`src/sv/cbam_pkg.sv`:
```
// ----------------------------------------------------------------------------
// cbam_pkg: shared types and constants of the cartridge bus address mapper
// Holds the cartridge map codes, the device space bases and the base
// selector that travels down the pipeline.
// ----------------------------------------------------------------------------
package cbam_pkg;

  localparam int unsigned DevAddrW = 25;
  localparam int unsigned OffsW    = 23;

  // Cartridge map codes as held in the configuration register
  typedef enum logic [2:0] {
    MODE_UNKNOWN = 3'd0,
    MODE_LOROM   = 3'd1,
    MODE_HIROM   = 3'd2,
    MODE_EXLOROM = 3'd3,
    MODE_EXHIROM = 3'd4,
    MODE_SA1     = 3'd5
  } mode_t;

  // Region base picked in the decode stage
  typedef enum logic [1:0] {
    BASE_ZERO = 2'd0,
    BASE_XROM = 2'd1,
    BASE_SRAM = 2'd2,
    BASE_WRAM = 2'd3
  } base_t;

  localparam logic [DevAddrW-1:0] XromBase = 25'h0400000;
  localparam logic [DevAddrW-1:0] SramBase = 25'h0E00000;
  localparam logic [DevAddrW-1:0] WramBase = 25'h0F50000;
  localparam logic [DevAddrW-1:0] MaxDevAddr = 25'h127FFFF;

  // Device space address of a region base
  function automatic logic [DevAddrW-1:0] base_value(input base_t sel);
    logic [DevAddrW-1:0] val;
    unique case (sel)
      BASE_XROM: val = XromBase;
      BASE_SRAM: val = SramBase;
      BASE_WRAM: val = WramBase;
      default:   val = '0;
    endcase
    return val;
  endfunction

endpackage

```
`src/sv/cartridge_bus_address_mapper.sv`:
```
// ----------------------------------------------------------------------------
// cartridge_bus_address_mapper: console bus to flat device address translation
// Three-stage pipeline: region decode, base add, ROM range compare.
// ----------------------------------------------------------------------------
// Takes one 24-bit bus address per cycle while out_tready allows it and returns
// its flat device address: ROM below 0xE00000, save RAM from 0xE00000, work RAM
// from 0xF50000, 0 for unmapped addresses. Banks 0x7E-0x7F always map to work
// RAM; everything else follows the cartridge map in the configuration register
// (0 unknown, 1 LoROM, 2 HiROM, 3 ExLoROM, 4 ExHiROM, 5 SA-1, other codes map
// to 0). ExLoROM save RAM in banks 0xF0-0xFF lands above 0xFFFFFF, so the
// result is 25 bits wide. The pipeline sustains one transaction per cycle when
// the consumer is ready and holds its contents under back-pressure; the decode,
// add and compare register stages lie between input and result. Write the map
// register only while no transaction is in flight.
module cartridge_bus_address_mapper (
  input  logic        clk,
  input  logic        rst_n,
  // configuration write channel
  input  logic        cfg_valid,
  output logic        cfg_ready,
  input  logic [2:0]  cfg_data,    // mapping_mode
  // input stream
  input  logic        in_tvalid,
  output logic        in_tready,
  input  logic [23:0] in_tdata,    // [23:0] bus_address
  // result stream
  output logic        out_tvalid,
  input  logic        out_tready,
  output logic [31:0] out_tdata,   // [24:0] device_address, [31:25] zero
  output logic [0:0]  out_tuser    // [0] result_is_rom
);
  import cbam_pkg::*;

  mode_t                mode_r;
  logic                 rdy1, rdy2, rdy3;
  logic                 v1_r, v2_r, v3_r;
  base_t                sel1_r, sel_nxt;
  logic [OffsW-1:0]     offs1_r, offs_nxt;
  logic [DevAddrW-1:0]  addr2_r, addr2_nxt;
  logic [DevAddrW-1:0]  addr3_r;
  logic                 rom3_r, rom_nxt;

  // Accept every configuration transaction
  assign cfg_ready = 1'b1;

  always_ff @(posedge clk) begin
    if (!rst_n) begin
      mode_r <= MODE_UNKNOWN;
    end else if (cfg_valid) begin
      mode_r <= mode_t'(cfg_data);
    end
  end

  // Advance a stage when it is empty or the next one moves
  assign rdy3      = !v3_r || out_tready;
  assign rdy2      = !v2_r || rdy3;
  assign rdy1      = !v1_r || rdy2;
  assign in_tready = rdy1;

  always_ff @(posedge clk) begin
    if (!rst_n) begin
      v1_r <= 1'b0;
      v2_r <= 1'b0;
      v3_r <= 1'b0;
    end else begin
      if (rdy1) begin
        v1_r <= in_tvalid;
      end
      if (rdy2) begin
        v2_r <= v1_r;
      end
      if (rdy3) begin
        v3_r <= v2_r;
      end
    end
  end

  // Stage 1: decode region into base selector and offset
  always_comb begin
    logic [23:0] a;
    a        = in_tdata;
    sel_nxt  = BASE_ZERO;
    offs_nxt = '0;
    if (a[23:17] == 7'h3F) begin
      sel_nxt  = BASE_WRAM;
      offs_nxt = {6'd0, a[16:0]};
    end else begin
      unique case (mode_r)
        MODE_LOROM: begin
          // upper half mirrors the lower half
          priority if (a[22:20] == 3'b111 && !a[15]) begin
            sel_nxt  = BASE_SRAM;
            offs_nxt = {4'd0, a[19:16], a[14:0]};
          end else if (a[15:13] == 3'b000) begin
            sel_nxt  = BASE_WRAM;
            offs_nxt = {10'd0, a[12:0]};
          end else if (!a[15]) begin
            sel_nxt  = BASE_ZERO;
            offs_nxt = '0;
          end else begin
            sel_nxt  = BASE_ZERO;
            offs_nxt = {1'b0, a[22:16], a[14:0]};
          end
        end
        MODE_HIROM: begin
          priority if (a[22:21] == 2'b01 && a[15:13] == 3'b011) begin
            sel_nxt  = BASE_SRAM;
            offs_nxt = {5'd0, a[20:16], a[12:0]};
          end else if (!a[22] && a[15:13] == 3'b000) begin
            sel_nxt  = BASE_WRAM;
            offs_nxt = {10'd0, a[12:0]};
          end else begin
            sel_nxt  = BASE_ZERO;
            offs_nxt = {1'b0, a[21:0]};
          end
        end
        MODE_EXLOROM: begin
          // banks 0xF0-0xFF keep the offset relative to bank 0x70
          priority if (a[23:20] == 4'hF && !a[15]) begin
            sel_nxt  = BASE_SRAM;
            offs_nxt = {1'b1, 3'd0, a[19:16], a[14:0]};
          end else if (a[15:13] == 3'b000) begin
            sel_nxt  = BASE_WRAM;
            offs_nxt = {10'd0, a[12:0]};
          end else if (!a[15]) begin
            sel_nxt  = BASE_ZERO;
            offs_nxt = '0;
          end else begin
            sel_nxt  = a[23] ? BASE_ZERO : BASE_XROM;
            offs_nxt = {1'b0, a[22:16], a[14:0]};
          end
        end
        MODE_EXHIROM: begin
          priority if (a[23:22] == 2'b11) begin
            sel_nxt  = BASE_ZERO;
            offs_nxt = {1'b0, a[21:0]};
          end else if (a[23] && a[15]) begin
            sel_nxt  = BASE_ZERO;
            offs_nxt = {1'b0, a[21:16], 1'b0, a[14:0]};
          end else if (a[23:22] == 2'b01) begin
            sel_nxt  = BASE_XROM;
            offs_nxt = {1'b0, a[21:0]};
          end else if (!a[23] && a[15]) begin
            sel_nxt  = BASE_XROM;
            offs_nxt = {1'b0, a[21:16], 1'b0, a[14:0]};
          end else if (a[23:21] == 3'b101 && a[14:13] == 2'b11) begin
            sel_nxt  = BASE_SRAM;
            offs_nxt = {5'd0, a[20:16], a[12:0]};
          end else if (a[15:13] == 3'b000) begin
            sel_nxt  = BASE_WRAM;
            offs_nxt = {10'd0, a[12:0]};
          end else begin
            sel_nxt  = BASE_ZERO;
            offs_nxt = '0;
          end
        end
        MODE_SA1: begin
          priority if (a[23:22] == 2'b11) begin
            sel_nxt  = BASE_ZERO;
            offs_nxt = {1'b0, a[21:0]};
          end else if (a[23] && a[15]) begin
            sel_nxt  = BASE_ZERO;
            offs_nxt = {1'b0, 1'b1, a[21:16], a[14:0]};
          end else if (!a[23] && a[22:16] >= 7'h50) begin
            sel_nxt  = BASE_ZERO;
            offs_nxt = '0;
          end else if (!a[23] && a[22:16] >= 7'h44) begin
            sel_nxt  = BASE_SRAM;
            offs_nxt = {10'd0, a[12:0]};
          end else if (!a[23] && a[22]) begin
            sel_nxt  = BASE_SRAM;
            offs_nxt = {5'd0, a[17:0]};
          end else if (a[15]) begin
            sel_nxt  = BASE_ZERO;
            offs_nxt = {2'd0, a[21:16], a[14:0]};
          end else if (a[14:13] == 2'b11) begin
            sel_nxt  = BASE_SRAM;
            offs_nxt = {10'd0, a[12:0]};
          end else if (a[14:13] == 2'b00) begin
            sel_nxt  = BASE_WRAM;
            offs_nxt = {10'd0, a[12:0]};
          end else begin
            sel_nxt  = BASE_ZERO;
            offs_nxt = '0;
          end
        end
        MODE_UNKNOWN: begin
          sel_nxt  = BASE_ZERO;
          offs_nxt = {5'd0, a[17:0]};
        end
        default: begin
          sel_nxt  = BASE_ZERO;
          offs_nxt = '0;
        end
      endcase
    end
  end

  always_ff @(posedge clk) begin
    if (rdy1 && in_tvalid) begin
      sel1_r  <= sel_nxt;
      offs1_r <= offs_nxt;
    end
  end

  // Stage 2: add region base
  assign addr2_nxt = base_value(sel1_r) + {{(DevAddrW-OffsW){1'b0}}, offs1_r};

  always_ff @(posedge clk) begin
    if (rdy2 && v1_r) begin
      addr2_r <= addr2_nxt;
    end
  end

  // Stage 3: flag ROM results and hold for the consumer
  assign rom_nxt = (addr2_r < SramBase);

  always_ff @(posedge clk) begin
    if (rdy3 && v2_r) begin
      addr3_r <= addr2_r;
      rom3_r  <= rom_nxt;
    end
  end

  assign out_tvalid   = v3_r;
  assign out_tdata    = {{(32-DevAddrW){1'b0}}, addr3_r};
  assign out_tuser[0] = rom3_r;

  // A stalled input means all three stages are full
  a_full_on_stall: assert property (@(posedge clk) disable iff (!rst_n)
    !in_tready |-> (v1_r && v2_r && v3_r))
    else $error("input stalled with an empty stage");

  // The ROM flag agrees with the delivered address
  a_rom_flag: assert property (@(posedge clk) disable iff (!rst_n)
    out_tvalid |-> (out_tuser[0] == (addr3_r < SramBase)))
    else $error("ROM flag does not match address");

  // No translation exceeds the top of ExLoROM save RAM
  a_addr_range: assert property (@(posedge clk) disable iff (!rst_n)
    out_tvalid |-> (addr3_r <= MaxDevAddr))
    else $error("device address out of range");

  // An accepted transaction occupies the first stage next cycle
  a_enter: assert property (@(posedge clk) disable iff (!rst_n)
    (in_tvalid && in_tready) |=> v1_r)
    else $error("accepted transaction lost at entry");

  // A held middle stage keeps its address
  a_hold_mid: assert property (@(posedge clk) disable iff (!rst_n)
    (v2_r && !rdy3) |=> (v2_r && $stable(addr2_r)))
    else $error("middle stage changed under stall");

endmodule

```
`config.mk`:
```
export PLATFORM = sky130hd
export DESIGN_NAME = cartridge_bus_address_mapper
export DESIGN_NICKNAME = d
export VERILOG_FILES = /design/src/sv/cbam_pkg.sv /design/src/sv/cartridge_bus_address_mapper.sv
export SDC_FILE = /design/constraint.sdc
export NUM_CORES = 1
export LEC_CHECK = 0
export ABC_AREA = 1
export BUFFER_PORTS_ARGS = -buffer_cell sky130_fd_sc_hd__buf_2
export CORE_ASPECT_RATIO = 1.2
export CORE_MARGIN = 2
export CORE_UTILIZATION = 45
export DETAILED_ROUTE_END_ITERATION = 10
export GPL_ROUTABILITY_DRIVEN = 0
export PLACE_DENSITY = 0.71
export SETUP_SLACK_MARGIN = 0.5
export SLEW_MARGIN = 20
export SYNTH_ARGS = -nofsm -noshare
export SYNTH_HDL_FRONTEND = slang
export SYNTH_SLANG_ARGS = --single-unit
```
`constraint.sdc`:
```
create_clock -name clk -period 2.2 [get_ports clk]
set_input_delay 0.33 -clock clk [delete_from_list [all_inputs] [get_ports clk]]
set_output_delay 0.33 -clock clk [all_outputs]
set_load 0.01 [all_outputs]
```
==> results of run 1 <==
## logic make-up after synthesis
logic type	synth area share
adders and majority gates	0.0284
DFF	0.606
and+or+nand+nor	0.194
AOI/OAI and AO/OA	0.0827
other	0.00189
xor gates and xnor gates	0.0110
buffers and inverters	0.0767
## worst reg2reg max path, cell delays in order (launching register included)
cell and delay, ns:
edfxtp_1 0.39, nand2_1 0.09, inv_2 0.08, ha_4 0.18, ha_4 0.16, nand2_2 0.06
nand2_2 0.07, a21o_1 0.17, a21oi_2 0.18, xnor2_1 0.09
## cell usage after synthesis, types with 2 or more instances
library cell,number
buf_2,5
buf_4,8
edfxtp_1,76
nand3_1,26
nand2_1,101
xnor2_1,2
ha_1,9
nor2_2,2
nand2_2,3
nand4_1,3
conb_1,2
o21ai_0,18
inv_2,4
inv_1,46
o211ai_1,3
or2_2,2
buf_6,2
nand3b_1,2
xor2_1,3
a21oi_1,34
a31oi_1,2
nor2_1,28
dfxtp_1,6
## worst max-delay path by stage
stage | startpoint | to | slack (ns) | depth (start not counted)
after floorplan | sel1_r[1] | addr2_r[24] | 0.51 | 9
after global placement | in_tdata[15] | offs1_r[8] | 0.25 | 9
after detailed placement | in_tdata[15] | offs1_r[1] | 0.23 | 9
after CTS | sel1_r[1] | addr2_r[24] | 0.48 | 9
after global routing | sel1_r[1] | addr2_r[22] | 0.42 | 9
final | sel1_r[1] | addr2_r[22] | 0.49 | 9
## final cells by class
cell class,count,area (sq um),area share
sequential,82,2410,0.512
multi-input combinational,257,1420,0.302
timing repair buffer,68,363,0.0770
inverter,50,188,0.0398
tap,117,146,0.0311
clock buffer,10,128,0.0271
clock inverter,6,50.0,0.0106
## state kept, by name, indices dropped and copies added, names as in the netlist
name	flops
mode_r	3
out_tvalid	1
addr3_r	25
out_tuser	1
sel1_r	2
v1_r	1
v2_r	1
offs1_r	23
addr2_r	25
## power breakdown
part           internal (mW)  switching, mW  leakage [nW]
combinational          0.144          0.258          1.18
sequential              1.82         0.0352         0.781
clock                  0.425          0.536        0.0892
## layout by cell type (no fill, tap or decap), types with 2 or more instances in the layout
cell type	Yosys	layout
nand2_4	1	3
nand2_1	101	97
ha_4	0	5
nand3_2	0	3
xnor2_1	2	2
dfxtp_4	0	3
nand3b_1	2	2
inv_1	46	44
inv_2	4	6
a21oi_2	1	3
nand3_1	26	23
buf_4	8	9
a31oi_1	2	2
ha_1	9	3
a21oi_1	34	31
conb_1	2	8
dfxtp_1	6	3
o211ai_1	3	3
inv_6	0	2
edfxtp_1	76	76
buf_2	5	59
nor2_1	28	25
nand4_1	3	3
clkbuf_8	0	9
nand2_2	3	6
xor2_1	3	3
o21ai_0	18	18
nor2_2	2	4
## what timing repair did
item                                    4_1_cts  5_1_grt
hold buffers                                  0        0
resized for setup                             7       25
endpoints found under the setup margin       22       25
pin swaps                                     2       11
gates cloned                                  0        1
setup buffers                                 2        3
## metal layers
metal / track usage / vias to the layer above / routed length, microns
met2: 0.284 / 152 / 3860
met1: 0.193 / 1319 / 2930
met4: 0.0901 / 0 / 286
li1: - / 1469 / -
met5: 0 / - / 0
met3: 0.0365 / 30 / 561
==> results.md, run 1 <==
* Top-area cell type share of the netlist area at 0.575
* Largest cells by area after synthesis: edfxtp_1, nand2_1, inv_1
* Drt wl/cell at 12.9 microns
* Share of layout cells above drive strength 1 at 0.264
* Final Power at 3.21 mW
* Hold WS at 0.252 ns
* Clock root buffer: clkbuf_8
* Fillers at 736
* Clock slew at reported path FFs at 0.08 ns
* DIE AREA at 9580 sq um
* Startpoint Class: flop
* Final hold vios at 0
* Total grt overflow at 0
* Synth Flop Type: edfxtp_1
* First drt pass iteration count at 4
* Number of unique standard cell types used by synthesis at 35
* Synth warn at 0
* Status: finished clean
* Inst Count DP at 568
* MaxCap Viol Count at 0
* Hold Startpoint: rst_n
* Cell count after synthesis at 399
* Vias in the first global route at 2,743
* EDFF count, synth at 76
* Slew margin rel. at 0.665
* Port-buffer cells at 59
* Final Setup Violations at 0
* Total I/O pin count at 68
* Post-route ant nets at 0
* Initial core utilization at 0.463
* P per Cell Area at 682 nW/um^2
* Detailed Place HPWL at 5520 microns
* Layout area overhead at 18.8%
* Number of antenna diodes at 0
* Register bit total from synthesis at 82
* Setup WS pre-CTS at 0.231 ns
* Post-Syn Area at 3970 sq um
* RSZ-0062 raised after global routing: yes
* End point of the worst hold path: mode_r[2]
* Area post-placement at 4350 sq um
* First-pass GRT wire length at 12,500 microns
* Reg2reg path depth at 9
* DRC violation count after routing at 0
* Final Slew Violations at 0
* Mean post-synth cell area at 9.94 sq um
* Vias per std cell at 5.03
* WS Path Type: flop to flop
* Vias after detailed routing at 2,970
* Final WS setup at 0.494 ns
* CTS H-tree lvls at 3
* Post-Layout Inst Area at 4710 sq um
* CTS tree: built
* FP Rows at 37
* R2R Setup Slk at 0.49 ns
* Max Freq at 586 MHz
* Die H at 107 microns
* Fin crit share at 0.776
* Largest net degree at the start of global routing at 27
* Fin crit period at 1.71 ns
* Max Root-Sink Buffers at 2
* Clk sink count at 82
* Sequential share of the synthesized area at 0.606
* Delay of the slowest critical-path stage at 0.39 ns
* Final core occ at 0.550
* Initial antenna violation count at 0
* Worst path slowest cell: edfxtp_1
* Crit. End Element: flop
* Nets at 509
* CP delay by family, top: flip-flops
* Core area at 8560 sq um
* Routed WL at 7640 microns
* Max VDD drop at 0.000282 V
* Layout Skew at 0.00664 ns
* CTS Buf Count at 9
* Critical Path, Cell by Cell: nand2_1, inv_2, ha_4, ha_4, nand2_2, nand2_2, a21o_1, a21oi_2, xnor2_1
* Setup TNS at 0 ns
* Synth area leader: edfxtp_1
* Final Non-Filler Cells at 590
* GR Util All Layers at 0.165
* Skew-Pair Late Insertion Delay at 0.35 ns
* Lkg Pwr at 2.05 nW
* Die width at 89.7 microns
* Worst Hold Class: input port to flop
* Hold Path Depth at 3
* Worst EP arrival at 1.81 ns
* RR Startpoint: sel1_r[1]
* WP data required at 2.30 ns
* Iter 0 DRT Violations at 233
* Critical path buffers and inverters at 1
* Worst Tran Pin Value at 0.501 ns
* Asr flop ratio synth at 0
* FF-to-FF End: addr2_r[22]
* Critical path peak fanout at 3
No activity file was read; power rests on OpenSTA's default activity.
==> run 2, diff against run 1 <==
==> constraint.sdc (replaced) <==
create_clock -name clk -period 1.55 [get_ports clk]
set_input_delay 0.2325 -clock clk [delete_from_list [all_inputs] [get_ports clk]]
set_output_delay 0.2325 -clock clk [all_outputs]
set_load 0.01 [all_outputs]
==> run 2 against run 1 <==
  * Non-clock buffer count grew 66
  * Die area is the same
  * Power grew 66%
  * Highest routed layer unchanged
  * The flow now finishes with violations (setup timing)
  * Routed wire length grew 30%
  * Flip-flop and latch count is the same
  * Combinational power grew 140%
==> results.md, run 2 (synthesis results as in run 1) <==
* DRC violation count after routing at 0
* Number of antenna diodes at 0
* Worst Hold Class: input port to flop
* Final Slew Violations at 0
* Critical path peak fanout at 3
* Fillers at 583
* Vias per std cell at 5.16
* CTS Hold Bufs at 0
* Routed WL at 9930 microns
* First drt pass iteration count at 5
* First-pass GRT wire length at 15,000 microns
* CTS H-tree lvls at 3
* Total grt overflow at 0
* Clock root buffer: clkbuf_8
* Nets at 574
* FP Rows at 37
* Clk sink count at 82
* Core area at 8560 sq um
* Drt wl/cell at 15.2 microns
* GR Util All Layers at 0.197
* FF-to-FF End: addr2_r[22]
* Layout Skew at 0.00574 ns
* Fin crit period at 1.66 ns
* Die width at 89.7 microns
* Port-buffer cells at 59
* RR Startpoint: sel1_r[0]
* Worst path slowest cell: edfxtp_1
* Delay of the slowest critical-path stage at 0.39 ns
* Most frequent cells in the layout: edfxtp_1, nand2_1, buf_2
* Multi-input logic area at 1860 sq um
* Detailed Place HPWL at 6260 microns
* RSZ-0062 raised after global routing: yes
* WP data required at 1.65 ns
* Fin crit share at 1.07
* Post-route ant nets at 0
* Final Non-Filler Cells at 655
* CTS Buf Count at 9
* Final Setup Violations at 10
* Iter 0 DRT Violations at 190
* Final Power at 5.32 mW
* R2R Setup Slk at -0.11 ns
* Sequential cell area at 2420 sq um
* Commonest non-fill, non-tap cell in the layout: edfxtp_1
* Largest registers: addr2_r x25, addr3_r x25, offs1_r x23
* Worst setup path end: addr2_r[22]
* Skew-Pair Late Insertion Delay at 0.35 ns
* Lkg Pwr at 2.56 nW
* Critical Path, Cell by Cell: nand2_1, inv_2, ha_4, ha_4, nand2_2, nand2_2, a21o_1, a21oi_2, xnor2_1
* Final WS setup at -0.113 ns
* Inst Count DP at 606
* Share of layout cells above drive strength 1 at 0.524
* Failing checks: setup timing
* Max Freq at 601 MHz
* MaxCap Viol Count at 0
* Vias after detailed routing at 3,377
* Setup TNS at -0.482 ns
* Initial antenna violation count at 0
* Critical path startpoint: sel1_r[0]
* Reg2reg path depth at 9
* WS Path Type: flop to flop
* Status: finished with violations
* CTS tree: built
* Clock slew at reported path FFs at 0.08 ns
* Vias in the first global route at 3,344
* Layout area overhead at 50.5%
* Max VDD drop at 0.000510 V
* Largest net degree at the start of global routing at 27
* Total I/O pin count at 68
* Final hold vios at 0
* P per Cell Area at 892 nW/um^2
* Crit. End Element: flop
* Final core occ at 0.697
* Die H at 107 microns
* DIE AREA at 9580 sq um
* Hold WS at 0.140 ns
* Initial core utilization at 0.463
* Worst EP arrival at 1.76 ns
* Max Root-Sink Buffers at 2
* Startpoint Class: flop
-- run 2: changes by cell type in the layout (fill, tap and decap cells not counted), moves of 7 or more --
cell,delta
o21ai_1,+7
o21ai_0,-10
nand2_4,+12
nor2_4,+11
buf_4,+35
inv_1,-12
a21oi_2,+23
nor2_1,-12
nand2_2,+13
a21oi_1,-25
nand2_1,-27
buf_6,+24
-- run 2: layout make-up --
| type | count | area share |
|---|---|---|
| Timing Repair Buffer | 134 | 0.183 |
| Multi-Input combinational cell | 256 | 0.311 |
| Tap cell | 117 | 0.0245 |
| Clock inverter | 7 | 0.0176 |
| Inverter | 50 | 0.0377 |
| Clock buffer | 9 | 0.0208 |
| Sequential cell | 82 | 0.405 |
-- run 2: metal layers --
metal,up-vias,share of wire,track usage,wire (microns)
met4,0,0.059,0.130,587
met1,1533,0.35,0.206,3500
met5,-,0,0,0
met2,185,0.53,0.363,5280
li1,1600,-,-,-
met3,59,0.057,0.0387,563
-- run 2: worst max-delay path: cells and delay by family, from the launching register on --
kind / cells / cell delay [ns]
AO/OA/AOI/OAI: 2 / 0.33
flip-flops: 1 / 0.39
AND/OR/NAND/NOR: 3 / 0.20
XOR/XNOR: 1 / 0.09
adder cells (fa/ha/maj): 2 / 0.32
buffers and inverters: 1 / 0.07
-- run 2: report_power, final --
| part | total (mW) | switching, mW | internal (mW) | leakage, nW |
|---|---|---|---|---|
| Clock | 1.73 | 0.800 | 0.935 | 0.113 |
| Combinational | 0.951 | 0.515 | 0.436 | 1.67 |
| Sequential | 2.64 | 0.0617 | 2.58 | 0.782 |
| Total | 5.32 | 1.38 | 3.95 | 2.56 |
-- run 2: per-stage QoR --
stage	area (sq um)	worst slack, ns
2_1_floorplan	4290	-0.0823
3_3_place_gp	4950	-0.108
3_5_place_dp	4950	-0.158
4_1_cts	5700	-0.101
5_1_grt	5970	-0.188
6_report	5970	-0.113
-- run 2: how the worst min path moves through the flow --
stage,from,end,slack [ns],cells past startpoint
after floorplan,rst_n,mode_r[0],0.36,2
after global placement,addr2_r[6],addr3_r[6],0.40,0
after detailed placement,addr2_r[2],addr3_r[2],0.40,0
after CTS,rst_n,mode_r[1],0.13,3
after global routing,rst_n,mode_r[1],0.15,3
final,rst_n,mode_r[1],0.14,3
-- run 2: repair_timing --
item,CTS,global route
resized for setup,93,39
pin swaps,47,34
cloned,1,3
setup buffers,21,8
endpoints found under the setup margin,111,138
==> run 3, diff against run 2 <==
--- a/config.mk
+++ b/config.mk
@@ -12,7 +12,8 @@
 export CORE_UTILIZATION = 45
 export DETAILED_ROUTE_END_ITERATION = 10
 export GPL_ROUTABILITY_DRIVEN = 0
-export PLACE_DENSITY = 0.71
+export PLACE_DENSITY = 0.68
+export RECOVER_POWER = 25
 export SETUP_SLACK_MARGIN = 0.5
 export SLEW_MARGIN = 20
 export SYNTH_ARGS = -nofsm -noshare
==> constraint.sdc (replaced) <==
create_clock -name clk -period 2 [get_ports clk]
set_input_delay 0.3 -clock clk [delete_from_list [all_inputs] [get_ports clk]]
set_output_delay 0.3 -clock clk [all_outputs]
set_load 0.01 [all_outputs]
==> run 3 against run 2 <==
  * The run now ends clean
  * Cell count down 6.3%
  * First-iteration DRC count rose by 13%
  * Clock skew barely moved
  * Setup slack gained 0.32 ns
  * Via count shrank 4.3%
  * Die area did not move
  * Utilization decreased by 8.2 points
  * Critical path depth shrank 1
==> results.md, run 3 (synthesis results as in run 1) <==
* Port-buffer cells at 59
* Final hold vios at 0
* Critical path peak fanout at 8
* Clock root buffer: clkbuf_8
* Core area at 8560 sq um
* Layout area overhead at 32.7%
* Crit. End Element: flop
* Clk sink count at 82
* Int Power at 2.82 mW
* Commonest non-fill, non-tap cell in the layout: nand2_1
* Largest registers: addr2_r x25, addr3_r x25, offs1_r x23
* Worst Tran Pin Value at 0.525 ns
* CP delay by family, top: simple AND/OR/NAND/NOR gates
* Vias in the first global route at 3,013
* WP data required at 2.21 ns
* Critical path buffers and inverters at 1
* CTS Buf Count at 9
* RSZ-0062 raised after global routing: yes
* Fin crit share at 0.895
* Sequential Power Share at 0.534
* DIE AREA at 9580 sq um
* Vias per std cell at 5.27
* Final Setup Violations at 0
* Worst path slowest cell: dfxtp_1
* Combinational Power Share at 0.158
* Nets at 533
* Share of layout cells above drive strength 1 at 0.408
* Slew margin rel. at 0.650
* Total I/O pin count at 68
* Clock network power share at 0.308
* Delay of the slowest critical-path stage at 0.66 ns
* CTS tree: built
* GR Util All Layers at 0.182
* Fillers at 687
* Status: finished clean
* Critical Path, Cell by Cell: inv_8, nor2_8, nand2_1, nand2_2, nor2_4, nand3_4, nand2_8, a21oi_2
* Max VDD drop at 0.000351 V
* Total grt overflow at 0
* Number of antenna diodes at 0
* Vias after detailed routing at 3,233
* Initial antenna violation count at 0
* CTS H-tree lvls at 3
* Switching pwr at 1.00 mW
* Routed WL at 9090 microns
* DRC violation count after routing at 0
* Worst Hold Class: input port to flop
* Post-Layout Inst Area at 5270 sq um
* Final Slew Violations at 0
* Area post-placement at 4460 sq um
* Startpoint Class: flop
* Most frequent cells in the layout: nand2_1, edfxtp_1, buf_2
* Layout Skew at 0.00596 ns
* Lkg Pwr at 2.21 nW
* Setup TNS at 0 ns
* First-pass GRT wire length at 13,700 microns
* Iter 0 DRT Violations at 215
* Skew-Pair Late Insertion Delay at 0.35 ns
* Hold WS at 0.224 ns
* Worst EP arrival at 2.00 ns
* Drt wl/cell at 14.8 microns
* Max Freq at 559 MHz
* Die H at 107 microns
* FP Rows at 37
* Clock slew at reported path FFs at 0.08 ns
* CTS Hold Bufs at 0
* Largest net degree at the start of global routing at 27
* P per Cell Area at 727 nW/um^2
* Post-route ant nets at 0
* Die width at 89.7 microns
* MaxCap Viol Count at 0
* First drt pass iteration count at 6
* Switching fraction of total power at 0.262
* Initial core utilization at 0.463
* WS Path Type: flop to flop
* Detailed Place HPWL at 5770 microns
* Max Root-Sink Buffers at 2
* Fin crit period at 1.79 ns
-- run 3: cell count changes in the layout (fill, tap and decap cells not counted), moves of 5 or more --
cell and change:
o21ai_1 -6, nand2_4 -12, nand2_1 +12, a21oi_1 +10, o21ai_0 +6, buf_6 -22
inv_1 +5, a21oi_2 -8, buf_4 -16
-- run 3: repair_timing --
item,CTS,global route
endpoints found under the setup margin,55,57
gates cloned,2,0
buffers inserted,11,16
resized for setup,30,74
pin swaps,12,27
-- run 3: stage by stage --
step | std cells | power, mW | setup slack, ns | util
final | 614 | 3.83 | 0.211 | 0.615
after global routing | 614 | 3.98 | 0.0989 | 0.615
after CTS | 598 | 3.72 | 0.338 | 0.569
after detailed placement | 569 | 2.49 | 0.101 | 0.521
after global placement | 569 | 2.48 | 0.178 | 0.521
after floorplan | 405 | 2.37 | 0.367 | -
-- run 3: path summary, 6_finish.rpt --
kind	cells past startpoint	slack, ns	start	to
worst min-delay path	3	0.22	rst_n	out_tvalid
worst max-delay path	8	0.21	mode_r[0]	offs1_r[8]
worst min register to register	0	0.42	offs1_r[4]	addr2_r[4]
worst max register to register	8	0.21	mode_r[0]	offs1_r[8]
-- run 3: power groups by stage --
stage / Sequential (mW) / Clock (mW) / Combinational [mW]
2_1_floorplan: 2.07 / 0 / 0.299
3_3_place_gp: 2.07 / 0 / 0.404
3_5_place_dp: 2.08 / 0 / 0.415
4_1_cts: 2.04 / 1.21 / 0.472
5_1_grt: 2.06 / 1.27 / 0.655
6_report: 2.04 / 1.18 / 0.605
-- run 3: metal layers --
metal  share of wire  wire, microns  up-vias  global-route usage
met5               0              0        -                   0
met4           0.048            439        0              0.0956
met3           0.065            595       46              0.0351
met2            0.53           4810      163               0.343
met1            0.36           3250     1508               0.194
li1                -              -     1516                   -
-- run 3: area by class of cell --
type,instances,area [sq um],area share
multi-input combinational,257,1710,0.325
clock inverter,7,76.3,0.0145
timing repair inverter,1,7.51,0.00143
tap,117,146,0.0278
sequential,82,2410,0.457
inverter,50,221,0.0421
timing repair buffer,91,571,0.108
clock buffer,9,124,0.0235
-- run 3: tightest hold or removal path, delay by kind of cell --
kind / cells / cell delay [ns]
AO/OA/AOI/OAI: 1 / 0.04
buffers and inverters: 2 / 0.19
